[config.mk]
export PLATFORM = sky130hd
export DESIGN_NAME = arht_post
export DESIGN_NICKNAME = d
export VERILOG_FILES = /design/src/rtl/arc_ring_hit_test_top_defines.svh /design/src/rtl/arht_pkg.sv /design/src/rtl/arht_post.sv
export SDC_FILE = /design/constraint.sdc
export NUM_CORES = 1
export LEC_CHECK = 0
export BUFFER_PORTS_ARGS = -buffer_cell sky130_fd_sc_hd__buf_2
export CAP_MARGIN = 20
export CORE_AREA = 2 2 114 116
export DETAILED_ROUTE_END_ITERATION = 6
export DIE_AREA = 0 0 116 118
export PLACE_DENSITY = 0.72
export SLEW_MARGIN = 15
export SYNTH_ARGS = -nofsm -noshare
export SYNTH_HDL_FRONTEND = slang
export SYNTH_SLANG_ARGS = --single-unit
[constraint.sdc]
create_clock -name clock -period 3.15 [get_ports clock]
set_input_delay 0.315 -clock clock [delete_from_list [all_inputs] [get_ports clock]]
set_output_delay 0.315 -clock clock [all_outputs]
set_load 0.02 [all_outputs]
[src/rtl/arc_ring_hit_test_top_defines.svh]
// Assertion macros for the arc ring hit test block.
// Used by the top level; expects signals named clock and reset in scope.
`ifndef ARC_RING_HIT_TEST_TOP_DEFINES_SVH
`define ARC_RING_HIT_TEST_TOP_DEFINES_SVH

// Same-cycle implication, disabled during reset
`define ARHT_ASSERT(label, ante, cons) \
   label: assert property (@(posedge clock) disable iff (reset) (ante) |-> (cons)) \
      else $error("arht: concurrent check failed");

// Next-cycle implication, disabled during reset
`define ARHT_ASSERT_NEXT(label, ante, cons) \
   label: assert property (@(posedge clock) disable iff (reset) (ante) |=> (cons)) \
      else $error("arht: concurrent check failed");

`endif

[src/rtl/arht_pkg.sv]
// Shared widths, constants, register codes and stage payload types
// for the arc ring hit test block. No dependencies.
package arht_pkg;

   localparam int COORD_W     = 16;  // Q12.4 coordinate / width fields
   localparam int DIFF_W      = 17;  // point minus center
   localparam int SQ_W        = 32;  // one squared difference
   localparam int D2_W        = 33;  // sum of two squares
   localparam int CORD_W      = 40;  // CORDIC x/y datapath
   localparam int Z_W         = 33;  // angle accumulator, 2^-16 of 1/64 degree
   localparam int ANG_W       = 16;  // angle in 1/64 degree
   localparam int WANG_W      = 18;  // angle after wrap into [0, 360)
   localparam int PRE_SHIFT   = 20;  // scale of the vector before rotation
   localparam int ROUND_SHIFT = 16;  // accumulator fraction bits
   localparam int RZ_W        = Z_W - ROUND_SHIFT;
   localparam int TAB_LEN     = 24;
   localparam int ANG_HALF    = 11520;
   localparam int ANG_FULL    = 23040;
   localparam int CSR_IDX_W   = 3;

   localparam logic signed [Z_W-1:0] Z_HALF  = Z_W'(ANG_HALF) <<< ROUND_SHIFT;
   localparam logic signed [Z_W-1:0] Z_ROUND = Z_W'(1) <<< (ROUND_SHIFT - 1);

   // atan(2^-i) in 2^-16 of 1/64 degree
   localparam logic [31:0] ATAN_TAB [TAB_LEN] = '{
      32'd188743680, 32'd111421900, 32'd58872272, 32'd29884485,
      32'd15000234,  32'd7507429,   32'd3754631,  32'd1877430,
      32'd938729,    32'd469366,    32'd234683,   32'd117342,
      32'd58671,     32'd29335,     32'd14668,    32'd7334,
      32'd3667,      32'd1833,      32'd917,      32'd458,
      32'd229,       32'd115,       32'd57,       32'd29
   };

   typedef enum logic [CSR_IDX_W-1:0] {
      CSR_CENTER_X     = 3'd0,
      CSR_CENTER_Y     = 3'd1,
      CSR_OUTER_RADIUS = 3'd2,
      CSR_BAND_WIDTH   = 3'd3,
      CSR_START_ANGLE  = 3'd4,
      CSR_SWEEP_ANGLE  = 3'd5,
      CSR_LEFT_MODE    = 3'd6
   } csr_index_type;

   // Register contents plus values derived from them
   typedef struct packed {
      logic signed [COORD_W-1:0] center_x;
      logic signed [COORD_W-1:0] center_y;
      logic        [COORD_W-1:0] outer_radius;
      logic        [COORD_W-1:0] band_width;
      logic signed [ANG_W-1:0]   start_angle;
      logic signed [ANG_W:0]     end_angle;    // start + sweep
      logic signed [WANG_W-1:0]  start_wrap;   // left rule, wrapped start
      logic signed [WANG_W-1:0]  end_wrap;     // left rule, wrapped end
      logic                      left_mode;
      logic        [SQ_W-1:0]    outer_sq;
   } cfg_type;

   // Item moving through the rotation stages
   typedef struct packed {
      logic signed [CORD_W-1:0] x;
      logic signed [CORD_W-1:0] y;
      logic signed [Z_W-1:0]    z;
      logic                     zero;  // point sits on the center
      logic                     band;  // radial test result
   } cord_type;

endpackage

[src/rtl/arht_post.sv]
// Back stages: round and clamp the angle, then the sector test and
// the result register. Depends on arht_pkg.
module arht_post (
   input  logic               clock,
   input  logic               reset,
   input  logic               in_valid,
   output logic               in_ready,
   input  arht_pkg::cord_type in_data,
   input  arht_pkg::cfg_type  cfg,
   output logic               out_valid,
   input  logic               out_ready,
   output logic               hit,
   output logic               in_band
);

   localparam int AW = arht_pkg::ANG_W;
   localparam int WW = arht_pkg::WANG_W;
   localparam int RW = arht_pkg::RZ_W;

   logic                    e_valid_ff;
   logic signed [AW-1:0]    e_ang_ff, e_ang_in;
   logic                    e_band_ff;
   logic signed [arht_pkg::Z_W-1:0] z_round;
   logic signed [RW-1:0]    z_deg;

   logic                    f_valid_ff;
   logic                    f_hit_ff, f_hit_in;
   logic                    f_band_ff;
   logic signed [WW-1:0]    ang_wide, ang_wrap, end_wide;
   logic                    ang_ok;

   logic rdy_e, rdy_f;

   assign rdy_f    = !f_valid_ff || out_ready;
   assign rdy_e    = !e_valid_ff || rdy_f;
   assign in_ready = rdy_e;

   // E: round half up to 1/64 degree, clamp to +/-180 degrees
   always_comb begin
      z_round = in_data.z + arht_pkg::Z_ROUND;
      z_deg   = RW'(z_round >>> arht_pkg::ROUND_SHIFT);
      if (in_data.zero) begin
         e_ang_in = '0;
      end else if (z_deg > $signed(RW'(arht_pkg::ANG_HALF))) begin
         e_ang_in = $signed(AW'(arht_pkg::ANG_HALF));
      end else if (z_deg < -$signed(RW'(arht_pkg::ANG_HALF))) begin
         e_ang_in = -$signed(AW'(arht_pkg::ANG_HALF));
      end else begin
         e_ang_in = AW'(z_deg);
      end
   end

   // F: sector test, normal or wrapped left rule
   always_comb begin
      ang_wide = $signed(WW'(e_ang_ff));
      end_wide = $signed(WW'(cfg.end_angle));
      ang_wrap = e_ang_ff[AW-1] ? ang_wide + $signed(WW'(arht_pkg::ANG_FULL)) : ang_wide;
      if (cfg.left_mode) begin
         ang_ok = !((ang_wrap < cfg.end_wrap) || (ang_wrap > cfg.start_wrap));
      end else begin
         ang_ok = !((ang_wide < $signed(WW'(cfg.start_angle))) || (ang_wide > end_wide));
      end
      f_hit_in = e_band_ff && ang_ok;
   end

   always_ff @(posedge clock) begin
      if (reset) begin
         e_valid_ff <= 1'b0;
         f_valid_ff <= 1'b0;
      end else begin
         if (rdy_e) e_valid_ff <= in_valid;
         if (rdy_f) f_valid_ff <= e_valid_ff;
      end
      if (rdy_e) begin
         e_ang_ff  <= e_ang_in;
         e_band_ff <= in_data.band;
      end
      if (rdy_f) begin
         f_hit_ff  <= f_hit_in;
         f_band_ff <= e_band_ff;
      end
   end

   assign out_valid = f_valid_ff;
   assign hit       = f_hit_ff;
   assign in_band   = f_band_ff;

endmodule

==> metrics.yaml <==
sta:
  period_needed_ps: 2970
  finalCritPeriodShare: 0.943
  max_slew_margin: 0.539
  hold_violations: 0
  final.setup_skew_ps: 2.65
  rsz0062_at_grt: "false"
  tns_ps: 0
  clock.fmax_ghz: 0.337
  setup_viol: 0
  slew_violations: 0
  worst_pin_slew_ps: 689
final_layout:
  fin_nets: 843
  fin_cells: 663
  fin_area_sq_um: 4120
  final_layout_size_suffix_gt1_frac: 0.265
  fin_util: 0.332
  fillCellCount: 1353
  area_growth_pct: 24.2
yosys:
  yosysWarnings: 0
  async_reset_ff_frac: 0
  ys_seq_area_frac: 0.184
  postSynthCellCount: 387
  yosysUniqueCellTypes: 63
  synth_area_leader_cell: "ha_1"
  synth_edf_count: 19
  netlist_area_sq_um: 3320
  ys.flop_type: "edfxtp_1"
  avgSynthCellArea_sq_um: 8.58
  ys_ff_latch: 21
  synth.top_cell.area_share: 0.253
  synth_area_leaders: "ha_1 25%, edfxtp_1 17%, inv_1 8.6%"
  syn_nets: 739
placed_design:
  dpl.hpwl_um: 7300
  place_area_sq_um: 4030
  port_buffers: 97
  dp_cells: 658
  gp_congestion: 0.887
cts:
  cts_inserted_buffers: 3
  clk_transition_reported_paths_ps: 60
  clockBufferDepth: 2
  clock_latency_ps: 250
  cts_setup_buffers: 0
  cts_hold_repair.buffers: 0
  cts_tree: "done"
  clock_sinks: 21
  cts_resized: 0
  cts-root-buf: "clkbuf_16"
  htree_levels: 1
critical_path:
  cp.required_ps: 3160
  cpPeakStageDelay_ps: 420
  rr_startpoint: "e_ang_ff[9]"
  crit_fanout: 2
  slowest_stage: "a211oi_1"
  worstPathCellList: "ha_1 > or3_1 > a211oi_2 > ha_1 > a211oi_1 > o311ai_0 > a211oi_1 > o32ai_1 > buf_4"
  cp_data_arrival_time_ps: 2980
  r2r_slack_ps: 180
  reg2reg_depth: 9
  crit_path_end_kind: "flip-flop"
  criticalPathCategory: "reg -> reg"
  r2r_end: "hit"
  cp-start-kind: "flip-flop"
die:
  ios: 289
  coreArea_sq_um: 12400
  die-width_um: 116
  rows: 41
  die_h_um: 118
  dieArea_sq_um: 13700
  initial_utilization: 0.267
detailed_routing:
  drt_iter0_drc: 183
  route.detailed.drc: 0
  avgRoutedWirePerCell_um: 12.6
  drtAntennaViolNets: 0
  via_per_inst: 4.66
  first_pass_iters: 4
  num_vias: 3087
  routed_wirelength_um: 8350
hold_path:
  worstHoldEndpoint: "out_valid"
  whs_path_depth: 2
  hold_start: "reset"
  hp-class: "in -> reg"
global_route:
  grt_max_degree: 19
  first_global_vias: 2884
  grt_pass1_wl_um: 13300
  grt_overflow: 0
  antenna_found_initial: 1
  gr-usage-all-layers: 0.119
power:
  power.density_nw_per_um2: 252
  p_leak_nw: 2.22
  vdd_ir_drop_max_mv: 0.140
job:
  maxCapViolations: 0
outcome:
  outcome: "finished, final reports clean"
==> Yosys cell counts (3+ instances only) <==
master    count
xnor2_1       8
a21o_1       22
or3_1         4
and4_1        3
nor3_1        3
xor2_1        7
nor2_1       14
nand2b_1      5
nand2_1      15
edfxtp_1     19
nor3_2        8
o21a_1        3
a21oi_1      19
o21ai_0       9
a211o_1       5
o31ai_1       4
nand3_1      11
ha_1         67
a211oi_1     10
inv_1        76
o22ai_1       3
nand4_1      15
or4_1         4
nor4_1        4
==> metal layers <==
metal,track usage,routed length (um)
met1,0.165,4160
met2,0.197,3680
met3,0.00618,370
met4,0.0350,136
met5,0,0
==> per-stage QoR <==
step	setup WS, ps	power, mW	hold slack (ps)
2_1_floorplan	489	0.625	387
6_report	180	1.04	232
3_5_place_dp	145	0.779	494
3_3_place_gp	180	0.770	486
5_1_grt	58.5	1.12	229
4_1_cts	139	1.05	229
==> cells in the final DEF, fill, tap and decap left out, types with 4 or more instances in the layout <==
cell	n
o31ai_1	4
nand2b_1	5
xnor2_1	8
ha_1	67
a211o_1	5
nand4_1	15
nor3_2	8
a211oi_1	9
a21oi_1	19
nand2_1	15
inv_1	76
or4_1	4
a21o_1	22
nand3_1	11
buf_4	7
edfxtp_1	19
xor2_1	7
nor4_1	4
buf_2	97
or3_1	4
o21ai_0	9
nor2_1	14
==> critical path: cells and delay by family (launching register included) <==
kind                       cells  cell delay (ps)
AOI/OAI and AO/OA              5             1320
adders and majority gates      2              520
buffers and inverters          1              150
DFF                            1              410
and+or+nand+nor                1              350
==> worst max path at each step <==
| stage | start | endpoint | slack, ps | depth (start not counted) |
|---|---|---|---|---|
| floorplan | e_ang_ff[9] | hit | 490 | 10 |
| CTS | e_ang_ff[9] | hit | 140 | 11 |
| detailed placement | e_ang_ff[9] | hit | 150 | 9 |
| global route | e_ang_ff[9] | hit | 60 | 11 |
| finish | e_ang_ff[9] | hit | 180 | 9 |
| global placement | e_ang_ff[9] | hit | 180 | 11 |
==> power by group <==
part           internal (mW)  switching, mW  leakage [nW]
clock                  0.171         0.0949        0.0371
sequential             0.325         0.0223         0.237
combinational          0.198          0.229          1.95
==> cells by family after synthesis <==
kind of cell,share of synthesized area
AOI/OAI and AO/OA,0.234
xor gates and xnor gates,0.0396
adders and majority gates,0.256
buffers and inverters,0.0980
DFF,0.184
muxes,0.00339
and+or+nand+nor,0.186
==> sequential cells by signal, summed over array words and instances, names as in the netlist <==
register,flops
e_ang_ff,16
e_band_ff,1
e_valid_ff,1
hit,1
in_band,1
out_valid,1
==> cell type report <==
class	count	area, sq um	share of cell area
clock buffer	3	75.1	0.0182
timing repair buffer	104	538	0.131
tap	172	215	0.0522
antenna	1	2.50	0.000607
inverter	76	285	0.0692
sequential	21	611	0.148
clock inverter	1	7.51	0.00182
multi-input combinational	285	2390	0.579
Power figures use the tool's default switching activity.
