===== src/rtl/arc_ring_hit_test_top_defines.svh =====
// Assertion macros for the arc ring hit test block.
// Used by the top level; expects signals named clock and reset in scope.
`ifndef ARC_RING_HIT_TEST_TOP_DEFINES_SVH
`define ARC_RING_HIT_TEST_TOP_DEFINES_SVH

// Same-cycle implication, disabled during reset
`define ARHT_ASSERT(label, ante, cons) \
   label: assert property (@(posedge clock) disable iff (reset) (ante) |-> (cons)) \
      else $error("arht: concurrent check failed");

// Next-cycle implication, disabled during reset
`define ARHT_ASSERT_NEXT(label, ante, cons) \
   label: assert property (@(posedge clock) disable iff (reset) (ante) |=> (cons)) \
      else $error("arht: concurrent check failed");

`endif


===== src/rtl/arht_pkg.sv =====
// Shared widths, constants, register codes and stage payload types
// for the arc ring hit test block. No dependencies.
package arht_pkg;

   localparam int COORD_W     = 16;  // Q12.4 coordinate / width fields
   localparam int DIFF_W      = 17;  // point minus center
   localparam int SQ_W        = 32;  // one squared difference
   localparam int D2_W        = 33;  // sum of two squares
   localparam int CORD_W      = 40;  // CORDIC x/y datapath
   localparam int Z_W         = 33;  // angle accumulator, 2^-16 of 1/64 degree
   localparam int ANG_W       = 16;  // angle in 1/64 degree
   localparam int WANG_W      = 18;  // angle after wrap into [0, 360)
   localparam int PRE_SHIFT   = 20;  // scale of the vector before rotation
   localparam int ROUND_SHIFT = 16;  // accumulator fraction bits
   localparam int RZ_W        = Z_W - ROUND_SHIFT;
   localparam int TAB_LEN     = 24;
   localparam int ANG_HALF    = 11520;
   localparam int ANG_FULL    = 23040;
   localparam int CSR_IDX_W   = 3;

   localparam logic signed [Z_W-1:0] Z_HALF  = Z_W'(ANG_HALF) <<< ROUND_SHIFT;
   localparam logic signed [Z_W-1:0] Z_ROUND = Z_W'(1) <<< (ROUND_SHIFT - 1);

   // atan(2^-i) in 2^-16 of 1/64 degree
   localparam logic [31:0] ATAN_TAB [TAB_LEN] = '{
      32'd188743680, 32'd111421900, 32'd58872272, 32'd29884485,
      32'd15000234,  32'd7507429,   32'd3754631,  32'd1877430,
      32'd938729,    32'd469366,    32'd234683,   32'd117342,
      32'd58671,     32'd29335,     32'd14668,    32'd7334,
      32'd3667,      32'd1833,      32'd917,      32'd458,
      32'd229,       32'd115,       32'd57,       32'd29
   };

   typedef enum logic [CSR_IDX_W-1:0] {
      CSR_CENTER_X     = 3'd0,
      CSR_CENTER_Y     = 3'd1,
      CSR_OUTER_RADIUS = 3'd2,
      CSR_BAND_WIDTH   = 3'd3,
      CSR_START_ANGLE  = 3'd4,
      CSR_SWEEP_ANGLE  = 3'd5,
      CSR_LEFT_MODE    = 3'd6
   } csr_index_type;

   // Register contents plus values derived from them
   typedef struct packed {
      logic signed [COORD_W-1:0] center_x;
      logic signed [COORD_W-1:0] center_y;
      logic        [COORD_W-1:0] outer_radius;
      logic        [COORD_W-1:0] band_width;
      logic signed [ANG_W-1:0]   start_angle;
      logic signed [ANG_W:0]     end_angle;    // start + sweep
      logic signed [WANG_W-1:0]  start_wrap;   // left rule, wrapped start
      logic signed [WANG_W-1:0]  end_wrap;     // left rule, wrapped end
      logic                      left_mode;
      logic        [SQ_W-1:0]    outer_sq;
   } cfg_type;

   // Item moving through the rotation stages
   typedef struct packed {
      logic signed [CORD_W-1:0] x;
      logic signed [CORD_W-1:0] y;
      logic signed [Z_W-1:0]    z;
      logic                     zero;  // point sits on the center
      logic                     band;  // radial test result
   } cord_type;

endpackage


===== src/rtl/arht_front.sv =====
// Front stages: offset from center, radial band test, half-plane fold.
// Four register stages. Depends on arht_pkg.
module arht_front (
   input  logic                                clock,
   input  logic                                reset,
   input  logic                                in_valid,
   output logic                                in_ready,
   input  logic signed [arht_pkg::COORD_W-1:0] point_x,
   input  logic signed [arht_pkg::COORD_W-1:0] point_y,
   input  logic        [arht_pkg::COORD_W-1:0] min_hot_width,
   input  arht_pkg::cfg_type                   cfg,
   output logic                                out_valid,
   input  logic                                out_ready,
   output arht_pkg::cord_type                  out_data
);

   localparam int DW = arht_pkg::DIFF_W;
   localparam int CW = arht_pkg::COORD_W;

   // stage A
   logic                 a_valid_ff;
   logic signed [DW-1:0] a_dx_ff, a_dy_ff, a_dx_in, a_dy_in;
   logic        [CW-1:0] a_w_ff, a_w_in;
   // stage B
   logic                          b_valid_ff;
   logic signed [DW-1:0]          b_x_ff, b_y_ff, b_x_in, b_y_in;
   logic signed [arht_pkg::Z_W-1:0] b_z_ff, b_z_in;
   logic                          b_zero_ff, b_zero_in;
   logic [arht_pkg::SQ_W-1:0]     b_sqx_ff, b_sqy_ff;
   logic signed [2*DW-1:0]        b_sqx_in, b_sqy_in;
   logic signed [DW-1:0]          b_inner_ff, b_inner_in;
   // stage C
   logic                          c_valid_ff;
   logic signed [DW-1:0]          c_x_ff, c_y_ff;
   logic signed [arht_pkg::Z_W-1:0] c_z_ff;
   logic                          c_zero_ff;
   logic [arht_pkg::D2_W-1:0]     c_d2_ff, c_d2_in;
   logic                          c_inner_pos_ff, c_inner_pos_in;
   logic [arht_pkg::SQ_W-1:0]     c_inner_sq_ff, c_inner_sq_in;
   // stage D
   logic                          d_valid_ff;
   arht_pkg::cord_type            d_data_ff, d_data_in;

   logic rdy_a, rdy_b, rdy_c, rdy_d;

   // Each stage moves when it is empty or the next one moves
   assign rdy_d    = !d_valid_ff || out_ready;
   assign rdy_c    = !c_valid_ff || rdy_d;
   assign rdy_b    = !b_valid_ff || rdy_c;
   assign rdy_a    = !a_valid_ff || rdy_b;
   assign in_ready = rdy_a;

   // A: offsets and effective band width
   always_comb begin
      a_dx_in = $signed(DW'(point_x)) - $signed(DW'(cfg.center_x));
      a_dy_in = $signed(DW'(point_y)) - $signed(DW'(cfg.center_y));
      a_w_in  = (min_hot_width > cfg.band_width) ? min_hot_width : cfg.band_width;
   end

   // B: squares, inner radius, fold into the right half plane
   always_comb begin
      b_sqx_in   = a_dx_ff * a_dx_ff;
      b_sqy_in   = a_dy_ff * a_dy_ff;
      b_inner_in = $signed({1'b0, cfg.outer_radius}) - $signed({1'b0, a_w_ff});
      b_zero_in  = (a_dx_ff == '0) && (a_dy_ff == '0);
      if (a_dx_ff[DW-1]) begin
         b_x_in = -a_dx_ff;
         b_y_in = -a_dy_ff;
         b_z_in = a_dy_ff[DW-1] ? -arht_pkg::Z_HALF : arht_pkg::Z_HALF;
      end else begin
         b_x_in = a_dx_ff;
         b_y_in = a_dy_ff;
         b_z_in = '0;
      end
   end

   // C: squared distance and squared inner radius
   always_comb begin
      c_d2_in        = {1'b0, b_sqx_ff} + {1'b0, b_sqy_ff};
      c_inner_pos_in = !b_inner_ff[DW-1] && (b_inner_ff != '0);
      c_inner_sq_in  = b_inner_ff[CW-1:0] * b_inner_ff[CW-1:0];
   end

   // D: band decision, vector scaled for the rotation stages
   always_comb begin
      d_data_in.x    = $signed(arht_pkg::CORD_W'(c_x_ff)) <<< arht_pkg::PRE_SHIFT;
      d_data_in.y    = $signed(arht_pkg::CORD_W'(c_y_ff)) <<< arht_pkg::PRE_SHIFT;
      d_data_in.z    = c_z_ff;
      d_data_in.zero = c_zero_ff;
      d_data_in.band = (c_d2_ff <= {1'b0, cfg.outer_sq})
                     && !(c_inner_pos_ff && (c_d2_ff < {1'b0, c_inner_sq_ff}));
   end

   always_ff @(posedge clock) begin
      if (reset) begin
         a_valid_ff <= 1'b0;
         b_valid_ff <= 1'b0;
         c_valid_ff <= 1'b0;
         d_valid_ff <= 1'b0;
      end else begin
         if (rdy_a) a_valid_ff <= in_valid;
         if (rdy_b) b_valid_ff <= a_valid_ff;
         if (rdy_c) c_valid_ff <= b_valid_ff;
         if (rdy_d) d_valid_ff <= c_valid_ff;
      end
      if (rdy_a) begin
         a_dx_ff <= a_dx_in;
         a_dy_ff <= a_dy_in;
         a_w_ff  <= a_w_in;
      end
      if (rdy_b) begin
         b_x_ff     <= b_x_in;
         b_y_ff     <= b_y_in;
         b_z_ff     <= b_z_in;
         b_zero_ff  <= b_zero_in;
         b_sqx_ff   <= b_sqx_in[arht_pkg::SQ_W-1:0];
         b_sqy_ff   <= b_sqy_in[arht_pkg::SQ_W-1:0];
         b_inner_ff <= b_inner_in;
      end
      if (rdy_c) begin
         c_x_ff         <= b_x_ff;
         c_y_ff         <= b_y_ff;
         c_z_ff         <= b_z_ff;
         c_zero_ff      <= b_zero_ff;
         c_d2_ff        <= c_d2_in;
         c_inner_pos_ff <= c_inner_pos_in;
         c_inner_sq_ff  <= c_inner_sq_in;
      end
      if (rdy_d) begin
         d_data_ff <= d_data_in;
      end
   end

   assign out_valid = d_valid_ff;
   assign out_data  = d_data_ff;

endmodule


===== config.mk =====
export PLATFORM = sky130hd
export DESIGN_NAME = arht_front
export DESIGN_NICKNAME = d
export VERILOG_FILES = /design/src/rtl/arc_ring_hit_test_top_defines.svh /design/src/rtl/arht_pkg.sv /design/src/rtl/arht_front.sv
export SDC_FILE = /design/constraint.sdc
export NUM_CORES = 2
export LEC_CHECK = 0
export ABC_CLOCK_PERIOD_IN_PS = 11600
export BUFFER_PORTS_ARGS = -buffer_cell sky130_fd_sc_hd__buf_2
export CAP_MARGIN = 25
export CORE_MARGIN = 3
export CORE_UTILIZATION = 68
export DETAILED_ROUTE_END_ITERATION = 6
export PLACE_DENSITY = 0.89
export SYNTH_ARGS = -nofsm -noshare
export SYNTH_HDL_FRONTEND = slang
export SYNTH_SLANG_ARGS = --single-unit

===== constraint.sdc =====
create_clock -name clock -period 11.6 [get_ports clock]
set_clock_uncertainty 0.2 [all_clocks]
set_input_delay 0 -clock clock [delete_from_list [all_inputs] [get_ports clock]]
set_output_delay 0 -clock clock [all_outputs]
set_load 0.02 [all_outputs]

==> flow_summary_export.csv <==
group,metric,value,unit
clock_tree,root_buffer,"clkbuf_16",
timing,max_freq,125.9,MHz
routing,first_iter_violations,2988,
clock_tree,cts_buffers,36,
logic_synthesis,async_flop_share,0,%
logic_synthesis,netlist.area_leader.share,32.12,%
logic_synthesis,synthTopCellsByArea,"fa_1 (32%), edfxtp_1 (22%), ha_1 (13%), inv_1 (9.2%), xnor2_1 (3.5%)",
routing,routed_via_density,5.953,
critical_path,slowest_delay,0.96,ns
timing,hold_violations,0,
logic_synthesis,syn_area,0.04226,mm^2
grt,grt_antenna_before_repair,3,
clock_tree,cts.clk_slew.worst_paths,0.06,ns
cells_and_area,fin_nets,5822,
clock_tree,ctsLongestPathBuffers,3,
run_status,status,"finished, final reports clean",
critical_path,cp_slowest_cell,"fa_1",
die,die_width,255.3,um
logic_synthesis,synth.avg_cell_area,10.13,um^2
logic_synthesis,yosysSeqAreaShare,22.00,%
clock_tree,clock-sinks,311,
cells_and_area,area.growth.synth_to_final,10.30,%
die,start_util,69.37,%
routing,antenna_left,0,
cells_and_area,final_common_cell,"inv_1",
grt,grt_use_total,34.48,%
timing,timing.final.crit_share,68.45,%
critical_path,worstSetupEndpointType,"register",
logic_synthesis,ys_ff_latch,311,
grt,grtUsageMet2,59.05,%
logic_synthesis,synth_top_cell_by_area,"fa_1",
grt,grt_start_max_net_pins,69,
job,cap_violations,0,
clock_tree,cts_tree,"done",
die,core,0.06092,mm^2
grt,use_met3,7.160,%
clock_tree,h-tree-depth,2,
placement,place.gp.congestion,0.8997,
logic_synthesis,synthFlopType,"edfxtp_1",
timing,setup_viol,0,
die,io_pins,335,
routing,routedWlPerCell,20.70,um
cells_and_area,final.fill_count,3407,
timing,worst_pin_slew,1.104,ns
logic_synthesis,synthDistinctLibCells,85,
routing,drc,0,
critical_path,crit_chain,"clkinv_1, nor2_1, ha_1, fa_1, inv_1, fa_1, inv_1, fa_1, inv_1, fa_1, inv_1, ha_1, a21oi_1, o21ai_0, a31oi_1, o31ai_2, o31ai_2, o2111a_1, o21bai_1, a21oi_1, xnor2_1",
logic_synthesis,yosysWarningCount,0,
logic_synthesis,syn_inst,4174,
routing,vias,31830,
timing,maxSlewHeadroom,26.43,%
cells_and_area,final_layout_size_suffix_gt1_share,7.416,%
grt,grt_use_met1,40.19,%
die,die_area,0.06518,mm^2
die,rows,90,
critical_path,path_class,"reg2reg",
placement,io_buffers,200,
grt,grt_overflow,0,
critical_path,arrival,8.05,ns
logic_synthesis,synth-edff-count,307,
timing,period_minus_slack,7.941,ns
routing,drt-pass1-iter-count,6,
clock_tree,postCtsSetupBuffers,0,
timing,rsz0062_at_grt,"false",
placement,dp_hpwl,73820,um
clock_tree,insertion_delay,0.61,ns
critical_path,cp_data_required_time,11.71,ns
timing,tns,0,ns
grt,grt_pass1_vias,35840,
timing,drv_slew,0,
grt,grt_pass1_wl,178600,um
grt,grt-busiest-layer,"met2",
cells_and_area,layout_common_cells,"inv_1 (1039), fa_1 (678), ha_1 (436)",
die,die_h,255.3,um
critical_path,cp_max_fo,18,
routing,wl,110700,um
critical_path,crit_path_start_kind,"register",
min_path,hold_path_class,"in2reg",
## layout make-up
class / count / area (um^2) / area share, %
clock buffers: 41 / 919.6 / 1.973
well taps: 828 / 1036 / 2.222
repair buffers: 379 / 2780 / 5.964
multi-input cells: 2715 / 28380 / 60.87
diodes: 2 / 5.005 / 0.01074
inverters: 1047 / 3933 / 8.436
flip-flops and latches: 311 / 9299 / 19.95
clock inverters: 24 / 266.5 / 0.5717
## metal layers
metal,part of all wire [%],up-vias
met1,34,15430
met3,10,653
met4,7.1,0
li1,-,13530
met5,0,-
met2,49,2218
## critical path: cells and delay by family (launching register included)
kind	cells	cell delay, ns
flip-flops	1	0.92
AND/OR/NAND/NOR	1	0.44
XOR/XNOR	1	0.08
buffers and inverters	5	1.32
AO/OA/AOI/OAI	8	1.49
adder cells (fa/ha/maj)	6	3.24
## final timing paths
| path | startpoint | to | slack [ns] | depth (start not counted) |
|---|---|---|---|---|
| min | cfg[160] | a_dx_ff[11] | 0.08 | 6 |
| min reg2reg | c_y_ff[13] | out_data[68] | 0.20 | 0 |
| max | a_dy_ff[16] | b_sqy_ff[30] | 3.66 | 21 |
| max reg2reg | a_dy_ff[16] | b_sqy_ff[30] | 3.66 | 21 |
## kinds of logic (layout without fill, tap and decap cells)
group / count (synthesis) / count (layout) / synth area share (%)
xor+xnor: 202 / 202 / 4.186
other cells: 1 / 66 / 0.008873
mux: 20 / 20 / 0.5300
fa+ha+maj: 1114 / 1114 / 45.02
flops: 311 / 311 / 22.00
compound gates: 432 / 432 / 6.919
simple gates: 883 / 883 / 9.894
buf+inv: 1211 / 1491 / 11.43
## what timing repair did
item	in CTS	in global routing
hold endpoints to repair	71	0
gates resized for setup	0	0
hold buffers	161	0
## cell usage after synthesis (37+ instances only)
cell type and n:
a21o_1 50, clkbuf_1 83, inv_1 1041, edfxtp_1 307, ha_1 436, buf_4 76
nor2_1 207, fa_1 678, a21oi_1 115, xnor2_1 167, nand2_1 315, o21ai_0 77
nor2b_1 37, and2_1 144
## flip-flops by register name (all words and copies together) (netlist names)
register and cells:
c_d2_ff 33, c_inner_pos_ff 1, c_valid_ff 1, b_sqy_ff 30, c_z_ff 3, b_sqx_ff 30, b_inner_ff 17, b_z_ff 3
c_x_ff 17, b_y_ff 17, a_dy_ff 17, out_data 39, c_y_ff 17, b_zero_ff 1, a_valid_ff 1, a_dx_ff 17
b_valid_ff 1, b_x_ff 17, c_zero_ff 1, out_valid 1, a_w_ff 16, c_inner_sq_ff 31
## per-stage QoR
| step | util, % | hold slack, ns | instances | area (um^2) | setup WS (ns) |
|---|---|---|---|---|---|
| finish | 76.52 | 0.07997 | 5347 | 46620 | 3.659 |
| global route | 76.52 | 0.09891 | 5347 | 46620 | 3.415 |
| CTS | 76.43 | 0.01818 | 5343 | 46560 | 3.831 |
| detailed placement | 71.84 | 0.02038 | 5117 | 43770 | 3.870 |
| global placement | 71.84 | 0.01202 | 5117 | 43770 | 4.069 |
| floorplan | - | -0.1276 | 4237 | 42500 | 5.059 |
Power is left out: the tool's default activity adds up to more than one toggle a clock period on the data nets, which glitch-free logic cannot reach.
