[src/rtl/arc_ring_hit_test_top_defines.svh]
// Assertion macros for the arc ring hit test block.
// Used by the top level; expects signals named clock and reset in scope.
`ifndef ARC_RING_HIT_TEST_TOP_DEFINES_SVH
`define ARC_RING_HIT_TEST_TOP_DEFINES_SVH

// Same-cycle implication, disabled during reset
`define ARHT_ASSERT(label, ante, cons) \
   label: assert property (@(posedge clock) disable iff (reset) (ante) |-> (cons)) \
      else $error("arht: concurrent check failed");

// Next-cycle implication, disabled during reset
`define ARHT_ASSERT_NEXT(label, ante, cons) \
   label: assert property (@(posedge clock) disable iff (reset) (ante) |=> (cons)) \
      else $error("arht: concurrent check failed");

`endif

[src/rtl/arht_pkg.sv]
// Shared widths, constants, register codes and stage payload types
// for the arc ring hit test block. No dependencies.
package arht_pkg;

   localparam int COORD_W     = 16;  // Q12.4 coordinate / width fields
   localparam int DIFF_W      = 17;  // point minus center
   localparam int SQ_W        = 32;  // one squared difference
   localparam int D2_W        = 33;  // sum of two squares
   localparam int CORD_W      = 40;  // CORDIC x/y datapath
   localparam int Z_W         = 33;  // angle accumulator, 2^-16 of 1/64 degree
   localparam int ANG_W       = 16;  // angle in 1/64 degree
   localparam int WANG_W      = 18;  // angle after wrap into [0, 360)
   localparam int PRE_SHIFT   = 20;  // scale of the vector before rotation
   localparam int ROUND_SHIFT = 16;  // accumulator fraction bits
   localparam int RZ_W        = Z_W - ROUND_SHIFT;
   localparam int TAB_LEN     = 24;
   localparam int ANG_HALF    = 11520;
   localparam int ANG_FULL    = 23040;
   localparam int CSR_IDX_W   = 3;

   localparam logic signed [Z_W-1:0] Z_HALF  = Z_W'(ANG_HALF) <<< ROUND_SHIFT;
   localparam logic signed [Z_W-1:0] Z_ROUND = Z_W'(1) <<< (ROUND_SHIFT - 1);

   // atan(2^-i) in 2^-16 of 1/64 degree
   localparam logic [31:0] ATAN_TAB [TAB_LEN] = '{
      32'd188743680, 32'd111421900, 32'd58872272, 32'd29884485,
      32'd15000234,  32'd7507429,   32'd3754631,  32'd1877430,
      32'd938729,    32'd469366,    32'd234683,   32'd117342,
      32'd58671,     32'd29335,     32'd14668,    32'd7334,
      32'd3667,      32'd1833,      32'd917,      32'd458,
      32'd229,       32'd115,       32'd57,       32'd29
   };

   typedef enum logic [CSR_IDX_W-1:0] {
      CSR_CENTER_X     = 3'd0,
      CSR_CENTER_Y     = 3'd1,
      CSR_OUTER_RADIUS = 3'd2,
      CSR_BAND_WIDTH   = 3'd3,
      CSR_START_ANGLE  = 3'd4,
      CSR_SWEEP_ANGLE  = 3'd5,
      CSR_LEFT_MODE    = 3'd6
   } csr_index_type;

   // Register contents plus values derived from them
   typedef struct packed {
      logic signed [COORD_W-1:0] center_x;
      logic signed [COORD_W-1:0] center_y;
      logic        [COORD_W-1:0] outer_radius;
      logic        [COORD_W-1:0] band_width;
      logic signed [ANG_W-1:0]   start_angle;
      logic signed [ANG_W:0]     end_angle;    // start + sweep
      logic signed [WANG_W-1:0]  start_wrap;   // left rule, wrapped start
      logic signed [WANG_W-1:0]  end_wrap;     // left rule, wrapped end
      logic                      left_mode;
      logic        [SQ_W-1:0]    outer_sq;
   } cfg_type;

   // Item moving through the rotation stages
   typedef struct packed {
      logic signed [CORD_W-1:0] x;
      logic signed [CORD_W-1:0] y;
      logic signed [Z_W-1:0]    z;
      logic                     zero;  // point sits on the center
      logic                     band;  // radial test result
   } cord_type;

endpackage

[src/rtl/arht_csr_if.sv]
// Register write channel: index and data, valid/ready handshake.
// Depends on arht_pkg.
interface arht_csr_if;
   logic                                  valid;
   logic                                  ready;
   logic [arht_pkg::CSR_IDX_W-1:0]        index;
   logic [arht_pkg::COORD_W-1:0]          data;

   modport source (output valid, index, data, input ready);
   modport sink   (input valid, index, data, output ready);
endinterface

[src/rtl/arht_csr.sv]
// Configuration registers and the values derived from them.
// Depends on arht_pkg and arht_csr_if.
module arht_csr (
   input  logic              clock,
   input  logic              reset,
   arht_csr_if.sink          csr_chan,
   output arht_pkg::cfg_type cfg
);

   logic signed [arht_pkg::COORD_W-1:0] center_x_ff;
   logic signed [arht_pkg::COORD_W-1:0] center_y_ff;
   logic        [arht_pkg::COORD_W-1:0] outer_radius_ff;
   logic        [arht_pkg::COORD_W-1:0] band_width_ff;
   logic signed [arht_pkg::ANG_W-1:0]   start_angle_ff;
   logic signed [arht_pkg::ANG_W-1:0]   sweep_angle_ff;
   logic                                left_mode_ff;

   logic signed [arht_pkg::ANG_W:0]    end_angle_ff, end_angle_in;
   logic signed [arht_pkg::WANG_W-1:0] start_wrap_ff, start_wrap_in;
   logic signed [arht_pkg::WANG_W-1:0] end_wrap_ff, end_wrap_in;
   logic        [arht_pkg::SQ_W-1:0]   outer_sq_ff, outer_sq_in;
   logic signed [arht_pkg::WANG_W-1:0] end_left;
   logic signed [arht_pkg::WANG_W-1:0] end_wide;

   assign csr_chan.ready = 1'b1;

   // Register writes; unknown indexes are dropped
   always_ff @(posedge clock) begin
      if (reset) begin
         center_x_ff     <= '0;
         center_y_ff     <= '0;
         outer_radius_ff <= '0;
         band_width_ff   <= '0;
         start_angle_ff  <= '0;
         sweep_angle_ff  <= '0;
         left_mode_ff    <= 1'b0;
      end else if (csr_chan.valid && csr_chan.ready) begin
         case (arht_pkg::csr_index_type'(csr_chan.index))
            arht_pkg::CSR_CENTER_X:     center_x_ff     <= csr_chan.data;
            arht_pkg::CSR_CENTER_Y:     center_y_ff     <= csr_chan.data;
            arht_pkg::CSR_OUTER_RADIUS: outer_radius_ff <= csr_chan.data;
            arht_pkg::CSR_BAND_WIDTH:   band_width_ff   <= csr_chan.data;
            arht_pkg::CSR_START_ANGLE:  start_angle_ff  <= csr_chan.data;
            arht_pkg::CSR_SWEEP_ANGLE:  sweep_angle_ff  <= csr_chan.data;
            arht_pkg::CSR_LEFT_MODE:    left_mode_ff    <= csr_chan.data[0];
            default: ;
         endcase
      end
   end

   // Arc end and wrapped limits for the left rule
   always_comb begin
      end_angle_in = $signed((arht_pkg::ANG_W + 1)'(start_angle_ff))
                   + $signed((arht_pkg::ANG_W + 1)'(sweep_angle_ff));
      end_wide = $signed(arht_pkg::WANG_W'(end_angle_in));
      if (end_wide <= -$signed(arht_pkg::WANG_W'(arht_pkg::ANG_HALF))) begin
         end_left = end_wide + $signed(arht_pkg::WANG_W'(arht_pkg::ANG_FULL));
      end else begin
         end_left = end_wide;
      end
      end_wrap_in = end_left[arht_pkg::WANG_W-1]
                  ? end_left + $signed(arht_pkg::WANG_W'(arht_pkg::ANG_FULL)) : end_left;
      start_wrap_in = $signed(arht_pkg::WANG_W'(start_angle_ff));
      if (start_angle_ff[arht_pkg::ANG_W-1]) begin
         start_wrap_in = start_wrap_in + $signed(arht_pkg::WANG_W'(arht_pkg::ANG_FULL));
      end
      outer_sq_in = outer_radius_ff * outer_radius_ff;
   end

   // Derived values are registered, so they settle in the cycle after a write
   always_ff @(posedge clock) begin
      if (reset) begin
         end_angle_ff  <= '0;
         start_wrap_ff <= '0;
         end_wrap_ff   <= '0;
         outer_sq_ff   <= '0;
      end else begin
         end_angle_ff  <= end_angle_in;
         start_wrap_ff <= start_wrap_in;
         end_wrap_ff   <= end_wrap_in;
         outer_sq_ff   <= outer_sq_in;
      end
   end

   always_comb begin
      cfg.center_x     = center_x_ff;
      cfg.center_y     = center_y_ff;
      cfg.outer_radius = outer_radius_ff;
      cfg.band_width   = band_width_ff;
      cfg.start_angle  = start_angle_ff;
      cfg.end_angle    = end_angle_ff;
      cfg.start_wrap   = start_wrap_ff;
      cfg.end_wrap     = end_wrap_ff;
      cfg.left_mode    = left_mode_ff;
      cfg.outer_sq     = outer_sq_ff;
   end

endmodule

[src/flat_wrapper.sv]
// flat-port wrapper written by rule: the top's interface ports become plain ports
module arht_csr_flat 
  (clock, reset, cfg, csr_chan_valid, csr_chan_index, csr_chan_data, csr_chan_ready);
  arht_csr_if csr_chan_i ();
  input  logic clock;
  input  logic reset;
  output arht_pkg::cfg_type cfg;
  input wire logic [$bits(csr_chan_i.valid)-1:0] csr_chan_valid;
  input wire logic [$bits(csr_chan_i.index)-1:0] csr_chan_index;
  input wire logic [$bits(csr_chan_i.data)-1:0] csr_chan_data;
  output wire logic [$bits(csr_chan_i.ready)-1:0] csr_chan_ready;
  assign csr_chan_i.valid = csr_chan_valid;
  assign csr_chan_i.index = csr_chan_index;
  assign csr_chan_i.data = csr_chan_data;
  assign csr_chan_ready = csr_chan_i.ready;
  arht_csr u_core (.clock(clock), .reset(reset), .csr_chan(csr_chan_i), .cfg(cfg));
endmodule
[config.mk]
export PLATFORM = sky130hd
export DESIGN_NAME = arht_csr_flat
export DESIGN_NICKNAME = d
export VERILOG_FILES = /design/src/rtl/arc_ring_hit_test_top_defines.svh /design/src/rtl/arht_pkg.sv /design/src/rtl/arht_csr_if.sv /design/src/rtl/arht_csr.sv /design/src/flat_wrapper.sv
export SDC_FILE = /design/constraint.sdc
export NUM_CORES = 1
export LEC_CHECK = 0
export BUFFER_PORTS_ARGS = -buffer_cell sky130_fd_sc_hd__buf_2
export CORE_MARGIN = 1.5
export CORE_UTILIZATION = 50
export CTS_BUF_LIST = sky130_fd_sc_hd__clkbuf_8
export CTS_CLUSTER_DIAMETER = 50
export DETAILED_ROUTE_END_ITERATION = 12
export PLACE_DENSITY = 0.77
export SLEW_MARGIN = 25
export SYNTH_ARGS = -nofsm -noshare
export SYNTH_HDL_FRONTEND = slang
export SYNTH_SLANG_ARGS = --single-unit
[constraint.sdc]
create_clock -name clock -period 17.3 [get_ports clock]
set_input_delay 1.73 -clock clock [delete_from_list [all_inputs] [get_ports clock]]
set_output_delay 1.73 -clock clock [all_outputs]
set_load 0.02 [all_outputs]
==> results.cfg <==
[outcome]
outcome = completed

[clock_tree]
clk_path_buf_depth = 2
clock_latency_ns = 0.50
cts_root_buffer = clkbuf_8
cts_buffers = 17
holdBufCountCts = 0
postCtsSetupBuffers = 0
htree_num_levels = 4
post_cts_resized = 0
cts.sinks = 171
path_clk_slew_ns = 0.11
tritoncts = yes

[setup_path]
timing.rr.end = u_core.outer_sq_ff[31]
r2r_slack_ns = 10.30
end_kind = flop
critPathKind = flop to flop
cp_max_fo = 19
critPathLaunchType = flop
cp.arrival_ns = 7.35
r2r_start = u_core.outer_radius_ff[6]
worstRegToRegCells = 22
crit_required_ns = 17.65
startpoint = u_core.outer_radius_ff[6]
endpoint = u_core.outer_sq_ff[31]

[place]
port_buffers = 186
dp_hpwl_mm = 26.85
place_congestion = 0.8605
placed_area_mm2 = 0.01523

[finish]
nFillCells = 2505
drive_gt1_frac = 0.1454
register_area_mm2 = 0.003423
fin_area_mm2 = 0.01568
final_nets = 2083
synthToLayoutAreaGrowth_pct = 10.46
multi_input_area_mm2 = 0.009423
insertedDiodeCount = 0

[route]
vias_per_cell = 5.249
drt_first_pass_iters = 7
ant_nets = 0
drtIter0Drc = 682
wl_mm = 35.07
wire_per_inst_um = 16.19
drc = 0
vias = 11370

[synth]
ys_types = 73
netlist_instances = 1649
synthArstFlopShare = 0
synth_most_common_cell = nand2_1
synthFlopType = dfxtp_1
yosysSeqAreaShare = 0.2411
synth_area_leader_cell = dfxtp_1
synth_top_area_share = 0.2411
ys_ff_latch = 171
synthTopCellsByCount = nand2_1 (298), inv_1 (255), dfxtp_1 (171)
yosysWarnings = 0
avgSynthCellArea_um2 = 8.610
synth_edf_count = 0
synth.cell_area_mm2 = 0.01420
synth_fp_nets = 1957
synth_top_cells_by_area = dfxtp_1 (24%), fa_1 (23%), ha_1 (11%), nand2_1 (7.9%), inv_1 (6.7%)

[floorplan]
die_w_um = 171.5
die_y_um = 171.5
ios = 189
core_mm2 = 0.02786
rows = 61
start_util = 0.5096
dieArea_mm2 = 0.02941

[global_route]
overflow = 0
antenna_found_initial = 0
grt_max_degree = 103
grt_pass1_vias = 11330
grt_usage = 0.2492
grt_pass1_wl_mm = 57.06

[sta]
report.final.slew_viol_count = 0
max_clock_freq_mhz = 143.0
clock-skew-final_ns = 0.02627
relSlewSlack = 0.3620
min_period_ns = 6.995
hold_viol = 0
worst_pin_slew_ns = 0.9540
rsz0062_at_grt = false
min_period_over_period = 0.4043
final.setup.tns_ns = 0
setup-violations-final = 0

[pwr]
peakVddDrop_mv = 0.04232
power_density_mw_per_mm2 = 51.44
leakagePower_nw = 8.155

[hold_path]
min_path_type = flop to flop

[flow_run]
drv_cap = 0
==> metrics by stage <==
stage	total power [mW]	std cells	hold slack, ns	setup slack (ns)	utilization
after CTS	0.8093	2166	0.4576	10.30	0.5626
after detailed placement	0.5028	2134	0.4440	10.36	0.5467
after global placement	0.5011	2134	0.4387	10.55	0.5467
final	0.8067	2166	0.4564	10.30	0.5629
after floorplan	0.4741	1649	0.4400	10.69	-
after global routing	0.8354	2166	0.4846	9.963	0.5629
==> how the worst min path moves through the flow <==
stage | to | start | slack, ns | depth (start not counted)
6_report | u_core.center_x_ff[1] | u_core.center_x_ff[1] | 0.46 | 2
5_1_grt | u_core.center_x_ff[11] | u_core.center_x_ff[11] | 0.48 | 2
4_1_cts | u_core.center_x_ff[10] | u_core.center_x_ff[10] | 0.46 | 2
3_5_place_dp | u_core.center_x_ff[10] | u_core.center_x_ff[10] | 0.44 | 2
3_3_place_gp | u_core.band_width_ff[12] | u_core.band_width_ff[12] | 0.44 | 2
2_1_floorplan | u_core.sweep_angle_ff[0] | u_core.sweep_angle_ff[0] | 0.44 | 2
==> state kept, by name, summed over array words and instances (netlist names) <==
name                    count
u_core.sweep_angle_ff      16
u_core.outer_radius_ff     16
u_core.band_width_ff       16
u_core.end_angle_ff         8
u_core.center_x_ff         16
u_core.start_wrap_ff       17
u_core.outer_sq_ff         31
u_core.left_mode_ff         1
u_core.center_y_ff         16
u_core.end_wrap_ff         18
u_core.start_angle_ff      16
==> cell type report <==
class,count,share of cell area
sequential,171,0.2183
clock inverter,15,0.01332
inverter,256,0.06127
tap,378,0.03016
multi-input combinational,1140,0.6008
timing repair buffer,189,0.06119
clock buffer,17,0.01492
==> layout by cell type (no fill, tap or decap), drive strengths merged, types with 24 or more instances in the layout <==
| cell type | n |
|---|---|
| nand2 | 298 |
| inv | 262 |
| buf | 189 |
| dfxtp | 171 |
| fa | 163 |
| a21oi | 137 |
| ha | 123 |
| nor2 | 87 |
| and2 | 55 |
| xnor2 | 35 |
| o21ai | 24 |
==> worst max-delay path, stage by stage, from the launching register on <==
cell	delay [ns]
dfxtp_1	0.83
nand2_1	0.24
fa_1	0.59
inv_1	0.06
fa_1	0.54
fa_1	0.45
fa_1	0.51
fa_1	0.50
inv_1	0.05
fa_1	0.48
inv_1	0.04
ha_1	0.30
a21o_1	0.16
a21o_1	0.18
a221o_1	0.31
a21oi_1	0.24
o21bai_1	0.10
a41o_1	0.24
a31o_2	0.30
a211o_1	0.33
a31oi_1	0.21
xnor2_1	0.15
nor2_1	0.06
==> routing by layer <==
metal | up-vias | GRT usage | wire length [µm]
met2 | 393 | 0.4156 | 16710
met1 | 5477 | 0.3179 | 14990
li1 | 5423 | - | -
met4 | 0 | 0.09001 | 1061
met3 | 77 | 0.05384 | 2312
met5 | - | 0 | 0
==> power by group <==
| part | total [mW] | internal [mW] | switching (mW) |
|---|---|---|---|
| sequential | 0.411 | 0.402 | 0.00868 |
| combinational | 0.0838 | 0.0266 | 0.0571 |
| clock | 0.312 | 0.115 | 0.197 |
| total | 0.807 | 0.544 | 0.262 |
==> kinds of logic (layout without fill, tap and decap cells) <==
| kind of cell | Yosys count | after routing | share of synthesized area |
|---|---|---|---|
| AND/OR/NAND/NOR | 532 | 532 | 0.1664 |
| XOR/XNOR | 57 | 57 | 0.03666 |
| other | 2 | 2 | 0.0005290 |
| AO/OA/AOI/OAI | 254 | 254 | 0.1146 |
| flip-flops | 171 | 171 | 0.2411 |
| adder cells (fa/ha/maj) | 286 | 286 | 0.3382 |
| buffers and inverters | 338 | 477 | 0.09553 |
| multiplexers | 9 | 9 | 0.006962 |
Power figures use the tool's default switching activity.
